[src/rtl/assert_macros.svh]
// Assertion macros shared by the block's checking code.
`ifndef ASSERT_MACROS_SVH
`define ASSERT_MACROS_SVH

// Condition that must hold at every clock edge outside reset.
`define RAB_ASSERT(lbl, cond, msg) \
  lbl: assert property (@(posedge clk) disable iff (!rst_n) (cond)) else $error(msg);

// Antecedent at one edge implies consequent at the next edge.
`define RAB_ASSERT_NEXT(lbl, ante, cons, msg) \
  lbl: assert property (@(posedge clk) disable iff (!rst_n) (ante) |=> (cons)) else $error(msg);

// Antecedent implies consequent at the same edge.
`define RAB_ASSERT_IMPL(lbl, ante, cons, msg) \
  lbl: assert property (@(posedge clk) disable iff (!rst_n) (ante) |-> (cons)) else $error(msg);

`endif

[src/rtl/rab_pkg.sv]
// Types and constants of the running average background block.
package rab_pkg;

  localparam int unsigned ALPHA_W    = 17;
  localparam int unsigned ALPHA_FRAC = 16;
  localparam logic [ALPHA_W-1:0] ALPHA_ONE   = 17'h10000;
  localparam logic [ALPHA_W-1:0] ALPHA_RESET = 17'd3277;
  localparam int unsigned FRAME_RESET = 307200;

  localparam int unsigned CFG_DW = 21;
  localparam int unsigned CFG_IW = 1;
  localparam logic [CFG_IW-1:0] REG_ALPHA = 1'b0;
  localparam logic [CFG_IW-1:0] REG_FRAME = 1'b1;

  typedef enum logic [1:0] {
    OP_SKIP,
    OP_IGNORE,
    OP_LOAD,
    OP_BLEND
  } op_t;

  typedef struct packed {
    op_t  op;
    logic ready;
  } rab_ctl_t;

  typedef struct packed {
    logic initialized;
    logic loading;
  } rab_stat_t;

endpackage

[src/rtl/rab_ctrl.sv]
// Configuration registers and raster position sequencing at request accept.
module rab_ctrl import rab_pkg::*; #(
  parameter int unsigned MAX_PIXELS = 1048576,
  parameter int unsigned AW         = 20,
  parameter int unsigned PW         = 21
) (
  input  logic               clk,
  input  logic               rst_n,
  input  logic               cfg_we,
  input  logic [CFG_IW-1:0]  cfg_index,
  input  logic [CFG_DW-1:0]  cfg_data,
  input  logic               acc,
  input  logic               first,
  output rab_ctl_t           ctl,
  output logic [AW-1:0]      addr,
  output logic [ALPHA_W-1:0] alpha,
  output rab_stat_t          stat
);

  localparam int unsigned LW = (PW > CFG_DW) ? PW : CFG_DW;
  localparam logic [LW-1:0] MAX_L = LW'(MAX_PIXELS);
  localparam logic [PW-1:0] LIMIT_RST =
    (FRAME_RESET > MAX_PIXELS) ? PW'(MAX_PIXELS) : PW'(FRAME_RESET);

  logic [ALPHA_W-1:0] alpha_r, alpha_nxt;
  logic [PW-1:0]      limit_r, limit_nxt;
  logic [PW-1:0]      pos_r, pos_nxt;
  logic               init_r, init_nxt;
  logic               load_r, load_nxt;

  logic [LW-1:0] fv_ext;
  logic [PW-1:0] pos_eff, pos_inc;
  logic          load_eff, ign;
  op_t           op;

  // clamp at write time
  assign fv_ext = LW'(cfg_data);

  always_comb begin
    alpha_nxt = alpha_r;
    limit_nxt = limit_r;
    if (cfg_we) begin
      unique case (cfg_index)
        REG_ALPHA: begin
          alpha_nxt = (cfg_data[ALPHA_W-1:0] > ALPHA_ONE) ? ALPHA_ONE
                                                            : cfg_data[ALPHA_W-1:0];
        end
        REG_FRAME: begin
          limit_nxt = (fv_ext > MAX_L) ? PW'(MAX_L) : PW'(fv_ext);
        end
        default: begin
          alpha_nxt = alpha_r;
        end
      endcase
    end
  end

  assign pos_eff  = first ? '0 : pos_r;
  assign load_eff = load_r | (first & ~init_r);
  assign ign      = (pos_eff >= limit_r);
  assign pos_inc  = pos_eff + 1'b1;

  always_comb begin
    if (ign) begin
      op = OP_IGNORE;
    end else if (init_r) begin
      op = OP_BLEND;
    end else if (load_eff) begin
      op = OP_LOAD;
    end else begin
      op = OP_SKIP;
    end
  end

  always_comb begin
    pos_nxt  = pos_r;
    init_nxt = init_r;
    load_nxt = load_r;
    if (acc) begin
      load_nxt = load_eff;
      unique case (op)
        OP_BLEND: pos_nxt = pos_inc;
        OP_LOAD: begin
          pos_nxt = pos_inc;
          if (pos_inc == limit_r) begin
            init_nxt = 1'b1;
            load_nxt = 1'b0;
          end
        end
        OP_IGNORE, OP_SKIP: pos_nxt = pos_eff;
        default: pos_nxt = pos_eff;
      endcase
    end
  end

  always_ff @(posedge clk) begin
    if (!rst_n) begin
      alpha_r <= ALPHA_RESET;
      limit_r <= LIMIT_RST;
      pos_r   <= '0;
      init_r  <= 1'b0;
      load_r  <= 1'b0;
    end else begin
      alpha_r <= alpha_nxt;
      limit_r <= limit_nxt;
      pos_r   <= pos_nxt;
      init_r  <= init_nxt;
      load_r  <= load_nxt;
    end
  end

  assign ctl.op    = op;
  assign ctl.ready = init_nxt;
  assign addr      = pos_eff[AW-1:0];
  assign alpha     = alpha_r;
  assign stat.initialized = init_r;
  assign stat.loading     = load_r;

endmodule

[config.mk]
export PLATFORM = sky130hd
export DESIGN_NAME = rab_ctrl
export DESIGN_NICKNAME = d
export VERILOG_FILES = /design/src/rtl/assert_macros.svh /design/src/rtl/rab_pkg.sv /design/src/rtl/rab_ctrl.sv
export SDC_FILE = /design/constraint.sdc
export NUM_CORES = 1
export LEC_CHECK = 0
export BUFFER_PORTS_ARGS = -buffer_cell sky130_fd_sc_hd__clkbuf_2
export CORE_ASPECT_RATIO = 0.5
export CORE_MARGIN = 4
export CORE_UTILIZATION = 55
export DETAILED_ROUTE_END_ITERATION = 16
export MAX_ROUTING_LAYER = met4
export PLACE_DENSITY = 0.86
export SYNTH_ARGS = -nofsm -noshare
export SYNTH_HDL_FRONTEND = slang
export SYNTH_SLANG_ARGS = --single-unit
[constraint.sdc]
create_clock -name clk -period 5.9 [get_ports clk]
set_input_delay 0.885 -clock clk [delete_from_list [all_inputs] [get_ports clk]]
set_output_delay 0.885 -clock clk [all_outputs]
set_load 0.1 [all_outputs]
==> impl_metrics.xml <==
<?xml version="1.0" encoding="UTF-8"?>
<metrics>
  <group name="outcome">
    <metric name="run_status" unit="">complete, no violations</metric>
  </group>
  <group name="sta">
    <metric name="final_hold_slack" unit="ns">0.488</metric>
    <metric name="setup_repair_after_global_routing_missed_its_margin" unit="">no</metric>
    <metric name="final-hold-violation-count" unit="">0</metric>
    <metric name="fin_setup_tns" unit="ns">0</metric>
    <metric name="relSlewSlack" unit="">0.208</metric>
    <metric name="skew" unit="ns">0.00820</metric>
    <metric name="timing.final.ws_setup" unit="ns">0.674</metric>
    <metric name="fmax" unit="GHz">0.191</metric>
    <metric name="timing.final.max_slew_violations" unit="">0</metric>
    <metric name="timing.final.crit_period" unit="ns">5.23</metric>
    <metric name="period_share" unit="">0.886</metric>
    <metric name="setup-violations-final" unit="">0</metric>
    <metric name="worst-slew-pin-transition" unit="ns">1.19</metric>
  </group>
  <group name="power">
    <metric name="power_density" unit="nW/µm²">260</metric>
    <metric name="max-vdd-ir-drop" unit="µV">186</metric>
    <metric name="power.share.switching" unit="">0.279</metric>
    <metric name="power.share.combinational" unit="">0.126</metric>
    <metric name="power.share.clock" unit="">0.500</metric>
    <metric name="switchingPower" unit="µW">324</metric>
    <metric name="power" unit="µW">1160</metric>
    <metric name="internal-power" unit="µW">836</metric>
    <metric name="pwr-share-seq" unit="">0.374</metric>
    <metric name="p_leak" unit="µW">0.00184</metric>
  </group>
  <group name="clock_tree">
    <metric name="clock_tree.htree_level_count" unit="">3</metric>
    <metric name="cts.path.max_buffers" unit="">2</metric>
    <metric name="post_cts_hold_buffer_count" unit="">0</metric>
    <metric name="cts-resized-gates" unit="">0</metric>
    <metric name="clock_root_buffer" unit="">sky130_fd_sc_hd__clkbuf_16</metric>
    <metric name="tritoncts" unit="">yes</metric>
    <metric name="cts_inserted_buffers" unit="">9</metric>
    <metric name="post_cts_buffers" unit="">0</metric>
    <metric name="cts_clk_pin_slew_worst_paths" unit="ns">0.05</metric>
    <metric name="clk_lat_worst_skew" unit="ns">0.34</metric>
    <metric name="tritoncts_num_sinks" unit="">61</metric>
  </group>
  <group name="logic_synthesis">
    <metric name="synth-compound-area-share" unit="">0.180</metric>
    <metric name="yosys.area_share.simple" unit="">0.265</metric>
    <metric name="synth-adder-area-share" unit="">0.0619</metric>
    <metric name="ys_top_cells_by_area" unit="">sky130_fd_sc_hd__dfxtp_1 (32%), sky130_fd_sc_hd__xnor2_1 (6.7%), sky130_fd_sc_hd__ha_1 (5.6%), sky130_fd_sc_hd__nor2_1 (4.6%), sky130_fd_sc_hd__a22oi_1 (4.4%)</metric>
    <metric name="yosysWarnings" unit="">0</metric>
    <metric name="synth_cell_area" unit="µm²">3780</metric>
    <metric name="synth_area_per_cell" unit="µm²">8.21</metric>
    <metric name="synthFlopType" unit="">sky130_fd_sc_hd__dfxtp_1</metric>
    <metric name="synth_enable_flop_cells" unit="">0</metric>
    <metric name="synth_sequential_area_ratio" unit="">0.323</metric>
    <metric name="synth_top_area_cell" unit="">sky130_fd_sc_hd__dfxtp_1</metric>
    <metric name="synth-xor-area-share" unit="">0.0858</metric>
    <metric name="top_area_cell_type_share_of_the_netlist_area" unit="">0.323</metric>
    <metric name="syn_nets" unit="">504</metric>
    <metric name="postSynthCellCount" unit="">460</metric>
    <metric name="synth_top_family_by_area" unit="">simple AND/OR/NAND/NOR gates</metric>
    <metric name="register_bit_count_reported_by_yosys" unit="">61</metric>
    <metric name="synth-async-reset-ratio" unit="">0</metric>
    <metric name="post_synth_mux_area_share" unit="">0.0185</metric>
    <metric name="distinct_cell_type_count_after_synthesis" unit="">58</metric>
  </group>
  <group name="finish">
    <metric name="layout.filler_cells" unit="">528</metric>
    <metric name="n_antenna_cell" unit="">0</metric>
    <metric name="final_layout_size_suffix_gt1_frac" unit="">0.195</metric>
    <metric name="area.growth.synth_to_final" unit="%">18.0</metric>
    <metric name="num-nets-final" unit="">556</metric>
  </group>
  <group name="drt">
    <metric name="wire_per_inst" unit="µm">18.0</metric>
    <metric name="met1_length" unit="µm">4760</metric>
    <metric name="met3_wirelength" unit="µm">1360</metric>
    <metric name="detailroute.via_count" unit="">3785</metric>
    <metric name="drtPass1Iterations" unit="">5</metric>
    <metric name="routed_via_density" unit="">6.22</metric>
    <metric name="highest-signal-layer" unit="">met4</metric>
    <metric name="drc" unit="">0</metric>
    <metric name="dr_wl_met2" unit="µm">4620</metric>
    <metric name="detailedRoute.firstIterationViolations" unit="">414</metric>
    <metric name="drtAntennaViolNets" unit="">0</metric>
    <metric name="postRouteWirelength" unit="µm">11000</metric>
  </group>
  <group name="global_route">
    <metric name="global_route_wire_length_before_repair" unit="µm">17700</metric>
    <metric name="largest_net_degree_at_the_start_of_global_routing" unit="">49</metric>
    <metric name="number_of_global_route_vias_before_repair" unit="">3492</metric>
    <metric name="grt.total_usage" unit="">0.274</metric>
    <metric name="number_of_antenna_violations_at_the_first_check_in_global_routing" unit="">0</metric>
    <metric name="global_route.overflow_total" unit="">0</metric>
  </group>
  <group name="worst_hold_path">
    <metric name="worst_hold_path_type" unit="">reg -&gt; reg</metric>
  </group>
  <group name="die">
    <metric name="overall_die_area" unit="µm²">8340</metric>
    <metric name="die_height" unit="µm">66.6</metric>
    <metric name="core-area" unit="µm²">6670</metric>
    <metric name="dieWidth" unit="µm">125</metric>
    <metric name="initial_utilization" unit="">0.566</metric>
    <metric name="boundaryPins" unit="">69</metric>
    <metric name="fp-row-count" unit="">21</metric>
  </group>
  <group name="placement">
    <metric name="port_buffers" unit="">68</metric>
    <metric name="gp_congestion" unit="">0.976</metric>
    <metric name="post-place-ws" unit="ns">0.785</metric>
    <metric name="detailedPlacementHpwl" unit="µm">7840</metric>
  </group>
  <group name="flow_run">
    <metric name="max_cap_viol_count" unit="">0</metric>
  </group>
  <group name="setup_path">
    <metric name="timing.setup.critical_path_class" unit="">in -&gt; out</metric>
    <metric name="r2r_setup_slack" unit="ns">2.36</metric>
    <metric name="cp_data_required_time" unit="ns">5.02</metric>
    <metric name="timing.critical_path.from_type" unit="">primary input</metric>
    <metric name="end_kind" unit="">output pin</metric>
    <metric name="timing.critical_path.fanout_max" unit="">35</metric>
    <metric name="critPathSlowestCell" unit="">sky130_fd_sc_hd__a2111oi_0</metric>
    <metric name="critical_path_cell_by_cell" unit="">clkbuf_2 &gt; nor2b_1 &gt; ha_1 &gt; nand2b_1 &gt; a41oi_2 &gt; a2111oi_0 &gt; a211oi_2 &gt; nand4b_1 &gt; buf_4 &gt; nor4_1 &gt; a21oi_1 &gt; inv_1 &gt; clkbuf_2</metric>
    <metric name="worst_ep_arrival_time" unit="ns">4.34</metric>
    <metric name="cp_common_cell" unit="">sky130_fd_sc_hd__clkbuf_2</metric>
    <metric name="critPathMaxStageDelay" unit="ns">0.64</metric>
  </group>
</metrics>
## routing by layer
layer	up-vias	global-route usage
met1	1757	0.353
met2	241	0.408
met3	33	0.0865
met4	0	0.0959
li1	1754	-
met5	-	-
## power by group through the flow
| stage | Combinational [µW] | Clock (µW) | Sequential [µW] |
|---|---|---|---|
| 4_1_cts | 144 | 579 | 434 |
| 3_3_place_gp | 141 | 0 | 442 |
| 3_5_place_dp | 143 | 0 | 442 |
| 5_1_grt | 155 | 600 | 435 |
| 2_1_floorplan | 69.3 | 0 | 479 |
| 6_report | 146 | 580 | 434 |
## critical path: cells and delay by family
family | cells | cell delay (ns)
AOI/OAI and AO/OA | 4 | 1.18
adders and majority gates | 1 | 0.27
buffers and inverters | 4 | 1.04
and+or+nand+nor | 4 | 0.95
## through the flow
stage          cells  area [µm²]  utilization
6_report         609        4460        0.668
3_5_place_dp     593        4130        0.619
5_1_grt          609        4460        0.668
2_1_floorplan    460        3780            -
3_3_place_gp     593        4130        0.619
4_1_cts          609        4460        0.668
## area by class of cell
type	count	area, µm²	share of cell area
tap	92	115	0.0258
inverter	29	109	0.0244
timing repair buffer	72	370	0.0831
clock buffer	10	229	0.0514
multi-input combinational	339	2320	0.520
sequential	61	1220	0.274
clock inverter	6	95.1	0.0213
## logic make-up (layout without fill, tap and decap cells)
logic type,Yosys count,in the layout
compound gates,93,93
xor+xnor,37,37
fa+ha+maj,19,19
buf+inv,60,117
flops,61,61
mux,7,7
simple gates,183,183
## layout by cell type (no fill, tap or decap), types with 3 or more instances in the layout
cell / netlist / routed
sky130_fd_sc_hd__or4_1: 5 / 5
sky130_fd_sc_hd__and2_1: 6 / 6
sky130_fd_sc_hd__a221o_1: 10 / 10
sky130_fd_sc_hd__a22oi_1: 22 / 22
sky130_fd_sc_hd__o21ai_0: 7 / 7
sky130_fd_sc_hd__nand4_1: 10 / 10
sky130_fd_sc_hd__clkbuf_2: 1 / 68
sky130_fd_sc_hd__o21a_1: 7 / 7
sky130_fd_sc_hd__a31oi_1: 8 / 8
sky130_fd_sc_hd__xnor2_1: 29 / 29
sky130_fd_sc_hd__buf_4: 3 / 4
sky130_fd_sc_hd__nand2_1: 26 / 26
sky130_fd_sc_hd__a21oi_1: 16 / 16
sky130_fd_sc_hd__a21o_1: 5 / 5
sky130_fd_sc_hd__xor2_1: 8 / 8
sky130_fd_sc_hd__mux2i_1: 7 / 7
sky130_fd_sc_hd__nand2b_1: 12 / 12
sky130_fd_sc_hd__clkbuf_16: 0 / 9
sky130_fd_sc_hd__nor3b_1: 4 / 4
sky130_fd_sc_hd__ha_1: 17 / 17
sky130_fd_sc_hd__nor4_1: 8 / 8
sky130_fd_sc_hd__nor4b_1: 5 / 5
sky130_fd_sc_hd__nor2_1: 46 / 46
sky130_fd_sc_hd__inv_1: 27 / 27
sky130_fd_sc_hd__nor2b_1: 15 / 13
sky130_fd_sc_hd__dfxtp_1: 61 / 61
sky130_fd_sc_hd__nor3_1: 7 / 7
sky130_fd_sc_hd__nor2b_2: 1 / 3
sky130_fd_sc_hd__nand4b_1: 3 / 3
sky130_fd_sc_hd__and3_1: 5 / 5
sky130_fd_sc_hd__nand3_1: 17 / 17
## synthesized netlist by cell type (3+ instances only)
cell,count
sky130_fd_sc_hd__a21o_1,5
sky130_fd_sc_hd__a21oi_1,16
sky130_fd_sc_hd__a221o_1,10
sky130_fd_sc_hd__a22oi_1,22
sky130_fd_sc_hd__a31oi_1,8
sky130_fd_sc_hd__and2_1,6
sky130_fd_sc_hd__and3_1,5
sky130_fd_sc_hd__buf_1,3
sky130_fd_sc_hd__buf_2,6
sky130_fd_sc_hd__buf_4,3
sky130_fd_sc_hd__clkbuf_1,18
sky130_fd_sc_hd__dfxtp_1,61
sky130_fd_sc_hd__ha_1,17
sky130_fd_sc_hd__inv_1,27
sky130_fd_sc_hd__mux2i_1,7
sky130_fd_sc_hd__nand2_1,26
sky130_fd_sc_hd__nand2b_1,12
sky130_fd_sc_hd__nand3_1,17
sky130_fd_sc_hd__nand4_1,10
sky130_fd_sc_hd__nand4b_1,3
sky130_fd_sc_hd__nor2_1,46
sky130_fd_sc_hd__nor2b_1,15
sky130_fd_sc_hd__nor3_1,7
sky130_fd_sc_hd__nor3b_1,4
sky130_fd_sc_hd__nor4_1,8
sky130_fd_sc_hd__nor4b_1,5
sky130_fd_sc_hd__o21a_1,7
sky130_fd_sc_hd__o21ai_0,7
sky130_fd_sc_hd__or4_1,5
sky130_fd_sc_hd__xnor2_1,29
sky130_fd_sc_hd__xor2_1,8
## path summary, 6_finish.rpt
kind	start	to	depth (start not counted)
max	first	ctl[0]	13
min	alpha[6]	alpha[6]	1
max reg2reg	pos_r[12]	pos_r[3]	10
min reg2reg	alpha[6]	alpha[6]	1
## state kept, by name, summed over array words and instances, names as in the netlist
register,flops
limit_r,21
pos_r,21
alpha,17
init_r,1
load_r,1
(Power assumes the default switching activity.)
