## src/rtl/assert_macros.svh

```systemverilog
// Assertion macros shared by the block's checking code.
`ifndef ASSERT_MACROS_SVH
`define ASSERT_MACROS_SVH

// Condition that must hold at every clock edge outside reset.
`define RAB_ASSERT(lbl, cond, msg) \
  lbl: assert property (@(posedge clk) disable iff (!rst_n) (cond)) else $error(msg);

// Antecedent at one edge implies consequent at the next edge.
`define RAB_ASSERT_NEXT(lbl, ante, cons, msg) \
  lbl: assert property (@(posedge clk) disable iff (!rst_n) (ante) |=> (cons)) else $error(msg);

// Antecedent implies consequent at the same edge.
`define RAB_ASSERT_IMPL(lbl, ante, cons, msg) \
  lbl: assert property (@(posedge clk) disable iff (!rst_n) (ante) |-> (cons)) else $error(msg);

`endif

```

## src/rtl/rab_pkg.sv

```systemverilog
// Types and constants of the running average background block.
package rab_pkg;

  localparam int unsigned ALPHA_W    = 17;
  localparam int unsigned ALPHA_FRAC = 16;
  localparam logic [ALPHA_W-1:0] ALPHA_ONE   = 17'h10000;
  localparam logic [ALPHA_W-1:0] ALPHA_RESET = 17'd3277;
  localparam int unsigned FRAME_RESET = 307200;

  localparam int unsigned CFG_DW = 21;
  localparam int unsigned CFG_IW = 1;
  localparam logic [CFG_IW-1:0] REG_ALPHA = 1'b0;
  localparam logic [CFG_IW-1:0] REG_FRAME = 1'b1;

  typedef enum logic [1:0] {
    OP_SKIP,
    OP_IGNORE,
    OP_LOAD,
    OP_BLEND
  } op_t;

  typedef struct packed {
    op_t  op;
    logic ready;
  } rab_ctl_t;

  typedef struct packed {
    logic initialized;
    logic loading;
  } rab_stat_t;

endpackage

```

## src/rtl/rab_upd.sv

```systemverilog
// Update stage: forwarding, fixed-point blend, write-back and result forming.
module rab_upd import rab_pkg::*; #(
  parameter int unsigned FRAC_BITS = 16,
  parameter int unsigned AW        = 20
) (
  input  logic               clk,
  input  logic               rst_n,
  input  logic               acc,
  input  rab_ctl_t           ctl,
  input  logic [AW-1:0]      addr,
  input  logic [7:0]         pixel,
  input  logic [ALPHA_W-1:0] alpha,
  input  logic               go,
  input  logic [8+FRAC_BITS-1:0] rd_data,
  output logic               s1_valid,
  output logic               wr_en,
  output logic [AW-1:0]      wr_addr,
  output logic [8+FRAC_BITS-1:0] wr_data,
  output logic [7:0]         res_bg,
  output logic               res_ign,
  output logic               res_ready
);

  localparam int unsigned BW = 8 + FRAC_BITS;
  localparam int unsigned MW = BW + ALPHA_W + 2;

  logic          s1_valid_r, s1_valid_nxt;
  rab_ctl_t      s1_ctl_r;
  logic [AW-1:0] s1_addr_r;
  logic [7:0]    s1_pix_r;

  logic          lw_valid_r;
  logic [AW-1:0] lw_addr_r;
  logic [BW-1:0] lw_data_r;

  logic [BW-1:0]        bg, target, nv;
  logic signed [BW:0]   diff;
  logic signed [MW-1:0] prod, delta, nv_full;
  logic [BW:0]          rnd;

  always_comb begin
    s1_valid_nxt = s1_valid_r;
    if (acc) begin
      s1_valid_nxt = 1'b1;
    end else if (go) begin
      s1_valid_nxt = 1'b0;
    end
  end

  always_ff @(posedge clk) begin
    if (!rst_n) begin
      s1_valid_r <= 1'b0;
      lw_valid_r <= 1'b0;
    end else begin
      s1_valid_r <= s1_valid_nxt;
      if (wr_en) begin
        lw_valid_r <= 1'b1;
      end
    end
  end

  always_ff @(posedge clk) begin
    if (acc) begin
      s1_ctl_r  <= ctl;
      s1_addr_r <= addr;
      s1_pix_r  <= pixel;
    end
    if (wr_en) begin
      lw_addr_r <= wr_addr;
      lw_data_r <= wr_data;
    end
  end

  // newest value of the entry: last write wins over the memory read
  assign bg     = (lw_valid_r && (lw_addr_r == s1_addr_r)) ? lw_data_r : rd_data;
  assign target = {s1_pix_r, {FRAC_BITS{1'b0}}};

  // bg + alpha*(target-bg), rounded half up at the alpha point
  assign diff    = $signed({1'b0, target}) - $signed({1'b0, bg});
  assign prod    = MW'($signed({1'b0, alpha})) * MW'(diff);
  assign delta   = (prod + MW'(1 << (ALPHA_FRAC - 1))) >>> ALPHA_FRAC;
  assign nv_full = $signed(MW'(bg)) + delta;
  assign nv      = nv_full[BW-1:0];

  assign rnd = {1'b0, nv} + (BW+1)'(1 << (FRAC_BITS - 1));

  assign wr_en   = go && ((s1_ctl_r.op == OP_BLEND) || (s1_ctl_r.op == OP_LOAD));
  assign wr_addr = s1_addr_r;
  assign wr_data = (s1_ctl_r.op == OP_LOAD) ? target : nv;

  always_comb begin
    case (s1_ctl_r.op)
      OP_BLEND: res_bg = (rnd[BW:FRAC_BITS] > 9'd255) ? 8'd255 : rnd[FRAC_BITS+7:FRAC_BITS];
      OP_LOAD:  res_bg = s1_pix_r;
      default:  res_bg = 8'd0;
    endcase
  end

  assign res_ign   = (s1_ctl_r.op == OP_IGNORE);
  assign res_ready = s1_ctl_r.ready;
  assign s1_valid  = s1_valid_r;

endmodule

```

## config.mk

```make
export PLATFORM = sky130hd
export DESIGN_NAME = rab_upd
export DESIGN_NICKNAME = d
export VERILOG_FILES = /design/src/rtl/assert_macros.svh /design/src/rtl/rab_pkg.sv /design/src/rtl/rab_upd.sv
export SDC_FILE = /design/constraint.sdc
export NUM_CORES = 1
export LEC_CHECK = 0
export ABC_CLOCK_PERIOD_IN_PS = 11550
export BUFFER_PORTS_ARGS = -buffer_cell sky130_fd_sc_hd__clkbuf_2
export CORE_UTILIZATION = 40
export CTS_CLUSTER_DIAMETER = 80
export CTS_CLUSTER_SIZE = 10
export DETAILED_ROUTE_END_ITERATION = 12
export GPL_ROUTABILITY_DRIVEN = 0
export PLACE_DENSITY = 0.66
export SETUP_SLACK_MARGIN = 0.05
export SLEW_MARGIN = 5
export SYNTH_ARGS = -nofsm -noshare
export SYNTH_HDL_FRONTEND = slang
export SYNTH_SLANG_ARGS = --single-unit
```

## constraint.sdc

```tcl
create_clock -name clk -period 11.55 [get_ports clk]
set_clock_uncertainty 0.1 [all_clocks]
set_input_delay 0.5775 -clock clk [delete_from_list [all_inputs] [get_ports clk]]
set_output_delay 0.5775 -clock clk [all_outputs]
set_load 0.01 [all_outputs]
```

==> results.sh, run 1 <==
export IMPL_cts_sinks=77
export IMPL_root_buffer="clkbuf_16"
export IMPL_syn_avg_cell_area_um2=9.28
export IMPL_vias_per_cell=4.98
export IMPL_worst_slack_ps=-771
export IMPL_drt_antenna_violating_nets=0
export IMPL_antenna_found_initial=0
export IMPL_synth_area_leaders="fa_1, edfxtp_1, ha_1"
export IMPL_die_area_um2=51100
export IMPL_r2r_start="lw_addr_r[2]"
export IMPL_min_from="addr[11]"
export IMPL_hold_class="input port to flip-flop"
export IMPL_final_common_cell="inv_1"
export IMPL_violations="setup timing"
export IMPL_synth_compound_area_frac=0.0656
export IMPL_wl_per_cell_um=16.5
export IMPL_cts_tree="yes"
export IMPL_cts_buffers=9
export IMPL_drc=0
export IMPL_hold_violations=0
export IMPL_finalCritPeriodShare=1.07
export IMPL_ys_seq_elements=77
export IMPL_syn_area_um2=20100
export IMPL_period_minus_slack_ps=12320
export IMPL_die_y_um=226
export IMPL_relSlewSlack=0.448
export IMPL_synth_top_cell_by_area="fa_1"
export IMPL_worstSkewPairLatency_ps=330
export IMPL_critPathLaunchType="flip-flop"
export IMPL_yosys_area_top_type_share=0.395
export IMPL_nFillCells=4563
export IMPL_reg2reg_slack_ps=140
export IMPL_grt_pass1_vias=17300
export IMPL_core_area_um2=49300
export IMPL_antenna_cells=0
export IMPL_slowest_delay_ps=580
export IMPL_synthArstFlopShare=0
export IMPL_synth_mux_area_frac=0.00654
export IMPL_critical_path_slowest_cell="or4_4"
export IMPL_ys_warn_count=0
export IMPL_rows=81
export IMPL_layout_common_cells="inv_1, fa_1, buf_4"
export IMPL_yosysSeqAreaShare=0.114
export IMPL_r2r_cells=53
export IMPL_drt_iter0_markers=744
export IMPL_end_kind="primary output"
export IMPL_synth_ff_type="edfxtp_1"
export IMPL_grt_max_degree=47
export IMPL_grt_use_total=0.215
export IMPL_portBuffers=131
export IMPL_synth_simple_gate_area_frac=0.178
export IMPL_synth_cell_types=75
export IMPL_worst_pin_slew_ps=823
export IMPL_status="finished, violations left"
export IMPL_synth_top_family_by_area="adder cells"
export IMPL_holdWs_ps=317
export IMPL_pin_count=132
export IMPL_fp_dieW_um=226
export IMPL_finalSetupViolCount=14
export IMPL_fmax_mhz=81.2
export IMPL_grt_pass1_wl_um=86600
export IMPL_synthAdderAreaFrac=0.489
export IMPL_cp_required_ps=10870
export IMPL_synth_fp_nets=2788
export IMPL_cts_htree_levels=3
export IMPL_fin_nets=3140
export IMPL_via_count=15900
export IMPL_clock_path_buffers=2
export IMPL_drive_above_1_share=0.228
export IMPL_syn_instance_count=2165
export IMPL_cts_hold_buf=0
export IMPL_rsz0062_at_grt="yes"
export IMPL_synth_edf_count=75
export IMPL_path_max_fanout=6
export IMPL_synthXorXnorAreaFrac=0.0458
export IMPL_hold_depth=1
export IMPL_crit_top_cell="fa_1"
export IMPL_r2r_end="lw_data_r[23]"
export IMPL_drt_wl_total_um=52600
export IMPL_gr_total_overflow=0
export IMPL_drv_cap=0
export IMPL_initial_core_util=0.408
export IMPL_min_to="wr_addr[11]"
export IMPL_cts_clk_slew_worst_paths_ps=60
export IMPL_dp_hpwl_um=44800
export IMPL_tns_ps=-6840
export IMPL_syn2layout_area_growth_pct=22.6
export IMPL_drt_pass1_iter_count=5
export IMPL_path_class="flip-flop to primary output"
export IMPL_maxSlewViolCount=0
export IMPL_arrival_ps=11640
==> stage by stage <==
stage               utilization  cell area [um2]  cells  setup WS (ps)
detailed placement        0.472            23300   3113           -522
global placement          0.472            23300   3113           -263
CTS                       0.489            24100   3160           -492
finish                    0.500            24600   3186           -771
floorplan                     -            20400   2165           50.3
global route              0.500            24600   3186          -1170
==> timing repair <==
action                     4_1_cts  5_1_grt
resized for setup               56       82
pin swaps                       48       91
gates cloned                     0        0
buffers inserted                31       26
setup endpoints to repair       14       19
==> critical path, delay by kind of cell, from the launching register on <==
family                     cells  cell delay (ps)
AOI/OAI and AO/OA             12             2670
xor gates and xnor gates       3              520
adders and majority gates      9             3740
buffers and inverters         11             1210
DFF                            1              420
muxes                          1              350
and+or+nand+nor               14             2370
==> sequential cells by signal, summed over array words and instances (netlist names) <==
signal      flops
lw_addr_r      20
lw_data_r      24
lw_valid_r      1
res_ready       1
s1_ctl_r        2
s1_pix_r        8
s1_valid        1
wr_addr        20
==> cell type report <==
cell class              count  area [um2]  area share
clock inverters             6        91.3     0.00371
inverters                 467        1750      0.0712
repair buffers            414        2890       0.117
flip-flops and latches     77        2290      0.0931
multi-input cells        1548       16500       0.672
well taps                 664         831      0.0337
clock buffers              10         229     0.00930
==> metal layers <==
layer | part of all wire | routed length (um) | GRT usage | vias to the layer above
li1 | - | - | - | 7333
met3 | 0.040 | 2100 | 0.0264 | 100
met2 | 0.52 | 27500 | 0.390 | 351
met5 | 0 | 0 | 0 | -
met1 | 0.41 | 21400 | 0.263 | 8080
met4 | 0.031 | 1630 | 0.0700 | 0
==> cells in the mapped netlist (2+ instances only) <==
| master | instances |
|---|---|
| and3_1 | 3 |
| fa_1 | 396 |
| nor2b_1 | 31 |
| clkbuf_1 | 71 |
| and4_1 | 5 |
| a21boi_0 | 2 |
| o2111ai_1 | 2 |
| o22ai_1 | 2 |
| o21bai_1 | 6 |
| or3_1 | 8 |
| nand2b_1 | 6 |
| edfxtp_1 | 75 |
| o31ai_1 | 5 |
| nor4bb_1 | 2 |
| xnor2_2 | 2 |
| nor3_1 | 24 |
| nor4_1 | 9 |
| o31a_1 | 3 |
| a22o_1 | 2 |
| o21ai_0 | 35 |
| nand4_1 | 13 |
| mux2i_1 | 12 |
| or4_1 | 5 |
| and2_1 | 251 |
| a21o_1 | 13 |
| a21oi_2 | 6 |
| nand3b_1 | 2 |
| o21ai_1 | 10 |
| dfxtp_1 | 2 |
| nand3_1 | 18 |
| a21oi_1 | 41 |
| nand2_1 | 244 |
| nor2_1 | 66 |
| inv_1 | 467 |
| xor2_1 | 29 |
| a31o_2 | 2 |
| o211a_1 | 2 |
| ha_1 | 151 |
| xnor2_1 | 67 |
| a211oi_1 | 12 |
| o21a_1 | 19 |
| a211o_1 | 3 |
| a31oi_1 | 6 |
| o211ai_1 | 4 |
==> kinds of logic after synthesis <==
family,Yosys count
simple gates,695
fa+ha+maj,547
buf+inv,540
compound gates,193
xor+xnor,100
flops,77
mux,13
==> worst max-delay path by stage <==
| stage | from | to | depth (start not counted) |
|---|---|---|---|
| global placement | wr_addr[16] | res_bg[1] | 49 |
| detailed placement | wr_addr[19] | res_bg[2] | 51 |
| finish | lw_addr_r[2] | res_bg[4] | 50 |
| floorplan | wr_addr[16] | res_bg[0] | 51 |
| global route | lw_addr_r[0] | res_bg[4] | 49 |
| CTS | wr_addr[16] | res_bg[1] | 53 |
Power of run 1 is not shown: default switching activity piles up to over one toggle a cycle in this logic, so the estimate is an artifact.
==> run 2, diff against run 1 <==
--- a/config.mk
+++ b/config.mk
@@ -13,8 +13,8 @@
 export DETAILED_ROUTE_END_ITERATION = 12
 export GPL_ROUTABILITY_DRIVEN = 0
 export PLACE_DENSITY = 0.66
+export REMOVE_ABC_BUFFERS = 1
 export SETUP_SLACK_MARGIN = 0.05
-export SLEW_MARGIN = 5
 export SYNTH_ARGS = -nofsm -noshare
 export SYNTH_HDL_FRONTEND = slang
 export SYNTH_SLANG_ARGS = --single-unit
==> run 2 against run 1 <==
The flow still finishes with violations (setup timing). Non-clock buffer count increased by 37. Largest cell class unchanged. Register-to-register slack better by 260 ps. Flip-flop and latch count unchanged. Global-route usage rose by 1.1 points. Via count up 3.1%. First-iteration DRC count grew 30%. Worst hold slack got worse by 14 ps. Cell area increased by 2.1%. Critical path depth decreased by 3. Sequential share of layout area down 0.19 points.
==> results.sh, run 2 (synthesis results as in run 1) <==
export IMPL_layout_common_cells="inv_1, fa_1, buf_4"
export IMPL_fin_nets=3177
export IMPL_cts_tree="yes"
export IMPL_violations="setup timing"
export IMPL_cts_htree_levels=3
export IMPL_period_minus_slack_ps=12140
export IMPL_final_common_cell="inv_1"
export IMPL_relSlewSlack=0.0341
export IMPL_dpl_cell_count=3125
export IMPL_grt_max_degree=37
export IMPL_vias_per_cell=5.07
export IMPL_arrival_ps=11460
export IMPL_worstSkewPairLatency_ps=350
export IMPL_slowest_delay_ps=550
export IMPL_pin_count=132
export IMPL_fmax_mhz=82.4
export IMPL_portBuffers=131
export IMPL_worst_pin_slew_ps=1440
export IMPL_finish_instance_area_um2=25100
export IMPL_die_area_um2=51100
export IMPL_rsz0062_at_grt="yes"
export IMPL_gr_total_overflow=0
export IMPL_path_max_fanout=15
export IMPL_grt_pass1_wl_um=91700
export IMPL_drt_iter0_markers=970
export IMPL_drive_above_1_share=0.252
export IMPL_core_area_um2=49300
export IMPL_rows=81
export IMPL_reg2reg_slack_ps=400
export IMPL_cts_buffers=9
export IMPL_placed_area_um2=23100
export IMPL_clock_path_buffers=2
export IMPL_critPathLaunchType="flip-flop"
export IMPL_initial_core_util=0.408
export IMPL_die_y_um=226
export IMPL_drt_wl_total_um=55000
export IMPL_holdWs_ps=302
export IMPL_crit_top_cell="fa_1"
export IMPL_grt_pass1_vias=18000
export IMPL_status="finished, violations left"
export IMPL_drv_cap=0
export IMPL_cp_required_ps=10870
export IMPL_maxSlewViolCount=0
export IMPL_largest_register_ffs=24
export IMPL_finalCritPeriodShare=1.05
export IMPL_via_count=16300
export IMPL_layoutNonFillerInstCount=3223
export IMPL_wl_per_cell_um=17.1
export IMPL_syn2layout_area_growth_pct=25.2
export IMPL_drt_pass1_iter_count=5
export IMPL_grt_use_total=0.226
export IMPL_cts_sinks=77
export IMPL_antenna_cells=0
export IMPL_dp_hpwl_um=45500
export IMPL_fp_dieW_um=226
export IMPL_worst_slack_ps=-591
export IMPL_finalSetupViolCount=11
export IMPL_end_kind="primary output"
export IMPL_hold_violations=0
export IMPL_cts_clk_slew_worst_paths_ps=70
export IMPL_root_buffer="clkbuf_16"
export IMPL_critical_path_slowest_cell="fa_1"
export IMPL_path_class="flip-flop to primary output"
export IMPL_hold_class="input port to flip-flop"
export IMPL_fin_util=0.511
export IMPL_top_register="lw_data_r"
export IMPL_drc=0
export IMPL_antenna_found_initial=0
export IMPL_drt_antenna_violating_nets=0
## run 2: cell count changes in the layout (fill, tap and decap cells not counted), moves of 4 or more
cell	delta
buf_4	+24
buf_6	+10
fa_1	-9
fa_2	+9
a21oi_2	+7
a21oi_4	-5
buf_2	+5
clkbuf_2	-5
nor3_1	-4
nor4_4	+4
## run 2: final timing paths
| path | start | end | cells past startpoint |
|---|---|---|---|
| setup / recovery | wr_addr[19] | res_bg[4] | 47 |
| hold / removal | ctl[1] | s1_ctl_r[1] | 1 |
| setup reg to reg | wr_addr[19] | lw_data_r[21] | 49 |
| hold reg to reg | lw_valid_r | lw_valid_r | 1 |
## run 2: critical path, delay by kind of cell, from the launching register on
kind | cells | cell delay (ps)
adders and majority gates | 9 | 3770
AOI/OAI and AO/OA | 15 | 3130
and+or+nand+nor | 9 | 1650
buffers and inverters | 8 | 1030
xor gates and xnor gates | 4 | 600
muxes | 2 | 450
DFF | 1 | 430
## run 2: cell type report
class | instances | area, um2
clock buffer | 11 | 243
clock inverter | 5 | 61.3
tap | 664 | 831
multi-input combinational | 1548 | 16700
sequential | 77 | 2290
fill | 4481 | 24100
timing repair buffer | 451 | 3230
inverter | 467 | 1750
## run 2: repair_timing
action,CTS,global route
gates resized for setup,130,120
hold buffers,0,0
pin swaps,97,79
buffers inserted,55,30
endpoints found under the hold margin,0,0
endpoints found under the setup margin,15,20
## run 2: through the flow
step                setup slack (ps)  setup TNS [ps]
floorplan                       -872           -7290
global placement                -214           -1510
detailed placement              -447           -3730
CTS                             -332           -2330
global route                   -1040          -11080
finish                          -591           -5100
## run 2: per-layer routing
layer,up-vias,global-route usage,wire length [um],part of all wire
li1,7412,-,-,-
met1,8300,0.295,22800,0.41
met2,536,0.394,27700,0.50
met3,101,0.0330,3360,0.061
met4,0,0.0521,1140,0.021
met5,-,0,0,0
Power of run 2 is left out for the same reason.
==> run 3, diff against run 2 <==
--- a/config.mk
+++ b/config.mk
@@ -5,6 +5,7 @@
 export SDC_FILE = /design/constraint.sdc
 export NUM_CORES = 1
 export LEC_CHECK = 0
+export ABC_AREA = 1
 export ABC_CLOCK_PERIOD_IN_PS = 11550
 export BUFFER_PORTS_ARGS = -buffer_cell sky130_fd_sc_hd__clkbuf_2
 export CORE_UTILIZATION = 40
==> constraint.sdc (replaced) <==
create_clock -name clk -period 11.55 [get_ports clk]
set_clock_uncertainty 0.1 [all_clocks]
set_input_delay 2.8875 -clock clk [delete_from_list [all_inputs] [get_ports clk]]
set_output_delay 2.8875 -clock clk [all_outputs]
set_load 0.01 [all_outputs]
==> run 3 against run 2 <==
The run still ends with setup timing left. Utilization is 4.0 points higher. Critical endpoint is now res_bg[1]. Clock-buffer cell count did not move. Worst hold slack improved by 91 ps. Highest routed layer is now met5. Synthesized area up 1.0%. Via count rose by 18%. Cell area increased by 9.7%.
==> results.sh, run 3 <==
export IMPL_grt_pass1_vias=20500
export IMPL_syn_avg_cell_area_um2=7.97
export IMPL_grt_use_total=0.260
export IMPL_wl_per_cell_um=17.1
export IMPL_violations="setup timing"
export IMPL_cp_required_ps=8560
export IMPL_via_count=19300
export IMPL_pin_count=132
export IMPL_synth_cell_types=45
export IMPL_period_minus_slack_ps=14880
export IMPL_path_max_fanout=8
export IMPL_reg2reg_slack_ps=1180
export IMPL_yosysSeqAreaShare=0.113
export IMPL_r2r_start="wr_addr[0]"
export IMPL_syn2layout_area_growth_pct=36.0
export IMPL_holdWs_ps=393
export IMPL_yosys_area_top_type_share=0.391
export IMPL_cts_hold_buf=0
export IMPL_nFillCells=4459
export IMPL_final_common_cell="inv_1"
export IMPL_root_buffer="clkbuf_16"
export IMPL_antenna_found_initial=1
export IMPL_portBuffers=131
export IMPL_placed_area_um2=25100
export IMPL_critPathBufInv=16
export IMPL_grt_max_degree=46
export IMPL_syn_area_um2=20300
export IMPL_vias_per_cell=4.99
export IMPL_drv_cap=0
export IMPL_critPathLaunchType="input port"
export IMPL_end_kind="primary output"
export IMPL_syn_instance_count=2547
export IMPL_status="finished, violations left"
export IMPL_dpl_cell_count=3757
export IMPL_finalCritPeriodShare=1.29
export IMPL_ys_seq_elements=77
export IMPL_drc=0
export IMPL_finish_instance_area_um2=27600
export IMPL_endpoint="res_bg[1]"
export IMPL_fp_dieW_um=227
export IMPL_hold_violations=0
export IMPL_die_area_um2=51600
export IMPL_ys_warn_count=0
export IMPL_worst_pin_slew_ps=1010
export IMPL_synth_ff_type="edfxtp_1"
export IMPL_drt_pass1_iter_count=6
export IMPL_cts_clk_slew_worst_paths_ps=60
export IMPL_hold_class="flip-flop to flip-flop"
export IMPL_layoutNonFillerInstCount=3864
export IMPL_core_area_um2=50100
export IMPL_yosys_top_cells_count="inv_1, nand2_1, fa_1"
export IMPL_largest_register_ffs=24
export IMPL_clock_path_buffers=2
export IMPL_rsz0062_at_grt="yes"
export IMPL_synthArstFlopShare=0
export IMPL_worst_slack_ps=-3330
export IMPL_cts_tree="yes"
export IMPL_r2r_cells=54
export IMPL_path_class="input port to primary output"
export IMPL_critical_path_slowest_cell="fa_1"
export IMPL_critPathTopFamily="adder cells"
export IMPL_synth_area_leaders="fa_1, inv_1, edfxtp_1"
export IMPL_maxSlewViolCount=0
export IMPL_yosysMostFrequentCell="inv_1"
export IMPL_crit_top_cell="nor2_4"
export IMPL_drt_iter0_markers=1598
export IMPL_finalSetupViolCount=32
export IMPL_initial_core_util=0.405
export IMPL_fmax_mhz=67.2
export IMPL_cp_num_cells=57
export IMPL_antenna_cells=0
export IMPL_worstSkewPairLatency_ps=350
export IMPL_drt_antenna_violating_nets=0
export IMPL_dp_hpwl_um=54300
export IMPL_relSlewSlack=0.328
export IMPL_drive_above_1_share=0.326
export IMPL_r2r_end="lw_data_r[21]"
export IMPL_fin_nets=3810
export IMPL_synth_edf_count=75
export IMPL_cts_buffers=9
export IMPL_startpoint="rd_data[0]"
export IMPL_gr_total_overflow=0
export IMPL_arrival_ps=11890
export IMPL_drt_wl_total_um=66000
export IMPL_top_register="lw_data_r"
export IMPL_synth_top_cell_by_area="fa_1"
export IMPL_cts_htree_levels=3
export IMPL_cts_sinks=77
export IMPL_die_y_um=227
export IMPL_rows=82
export IMPL_layout_common_cells="inv_1, buf_4, nand2_1"
export IMPL_grt_pass1_wl_um=105000
export IMPL_slowest_delay_ps=530
-- run 3: worst min-delay path by stage --
stage / end / depth (start not counted) / from / slack (ps)
2_1_floorplan: lw_valid_r / 2 / lw_valid_r / 360
3_3_place_gp: s1_valid / 2 / s1_valid / 380
3_5_place_dp: lw_addr_r[6] / 0 / wr_addr[6] / 390
4_1_cts: lw_addr_r[6] / 0 / wr_addr[6] / 390
5_1_grt: lw_addr_r[6] / 0 / wr_addr[6] / 400
6_report: lw_addr_r[6] / 0 / wr_addr[6] / 390
-- run 3: area by class of cell --
type                            count  area (um2)  area share
Inverter                          664        2520      0.0913
Timing Repair Buffer              683        4960       0.180
Multi-Input combinational cell   1752       16700       0.604
Clock buffer                       11         243     0.00880
Tap cell                          672         841      0.0305
Clock inverter                      5        60.1     0.00218
Sequential cell                    77        2290      0.0831
-- run 3: metal layers --
layer  GRT usage  up-vias  part of all wire
met5           0        -           0.00029
met4      0.0905        2             0.046
met3      0.0276      204             0.069
met2       0.464      834              0.50
met1       0.327     9474              0.38
li1            -     8775                 -
-- run 3: kinds of logic (layout without fill, tap and decap cells) --
kind of cell | after synthesis | after routing | synth area share
buffers and inverters | 718 | 1363 | 0.134
DFF | 77 | 77 | 0.113
muxes | 1 | 1 | 0.000493
and+or+nand+nor | 964 | 964 | 0.194
adders and majority gates | 547 | 547 | 0.484
AOI/OAI and AO/OA | 186 | 186 | 0.0510
xor gates and xnor gates | 54 | 54 | 0.0237
-- run 3: per-stage QoR --
step | util | setup TNS [ps] | setup WS (ps)
final | 0.551 | -81640 | -3330
after CTS | 0.536 | -74460 | -2980
after global routing | 0.551 | -94440 | -3730
after floorplan | - | -72840 | -2950
after detailed placement | 0.501 | -100010 | -3770
after global placement | 0.501 | -95830 | -3690
-- run 3: timing repair --
item / CTS / global route
endpoints found under the setup margin: 39 / 40
setup buffers: 64 / 28
gates resized for setup: 253 / 174
pin swaps: 114 / 56
Power of run 3 is left out for the same reason.
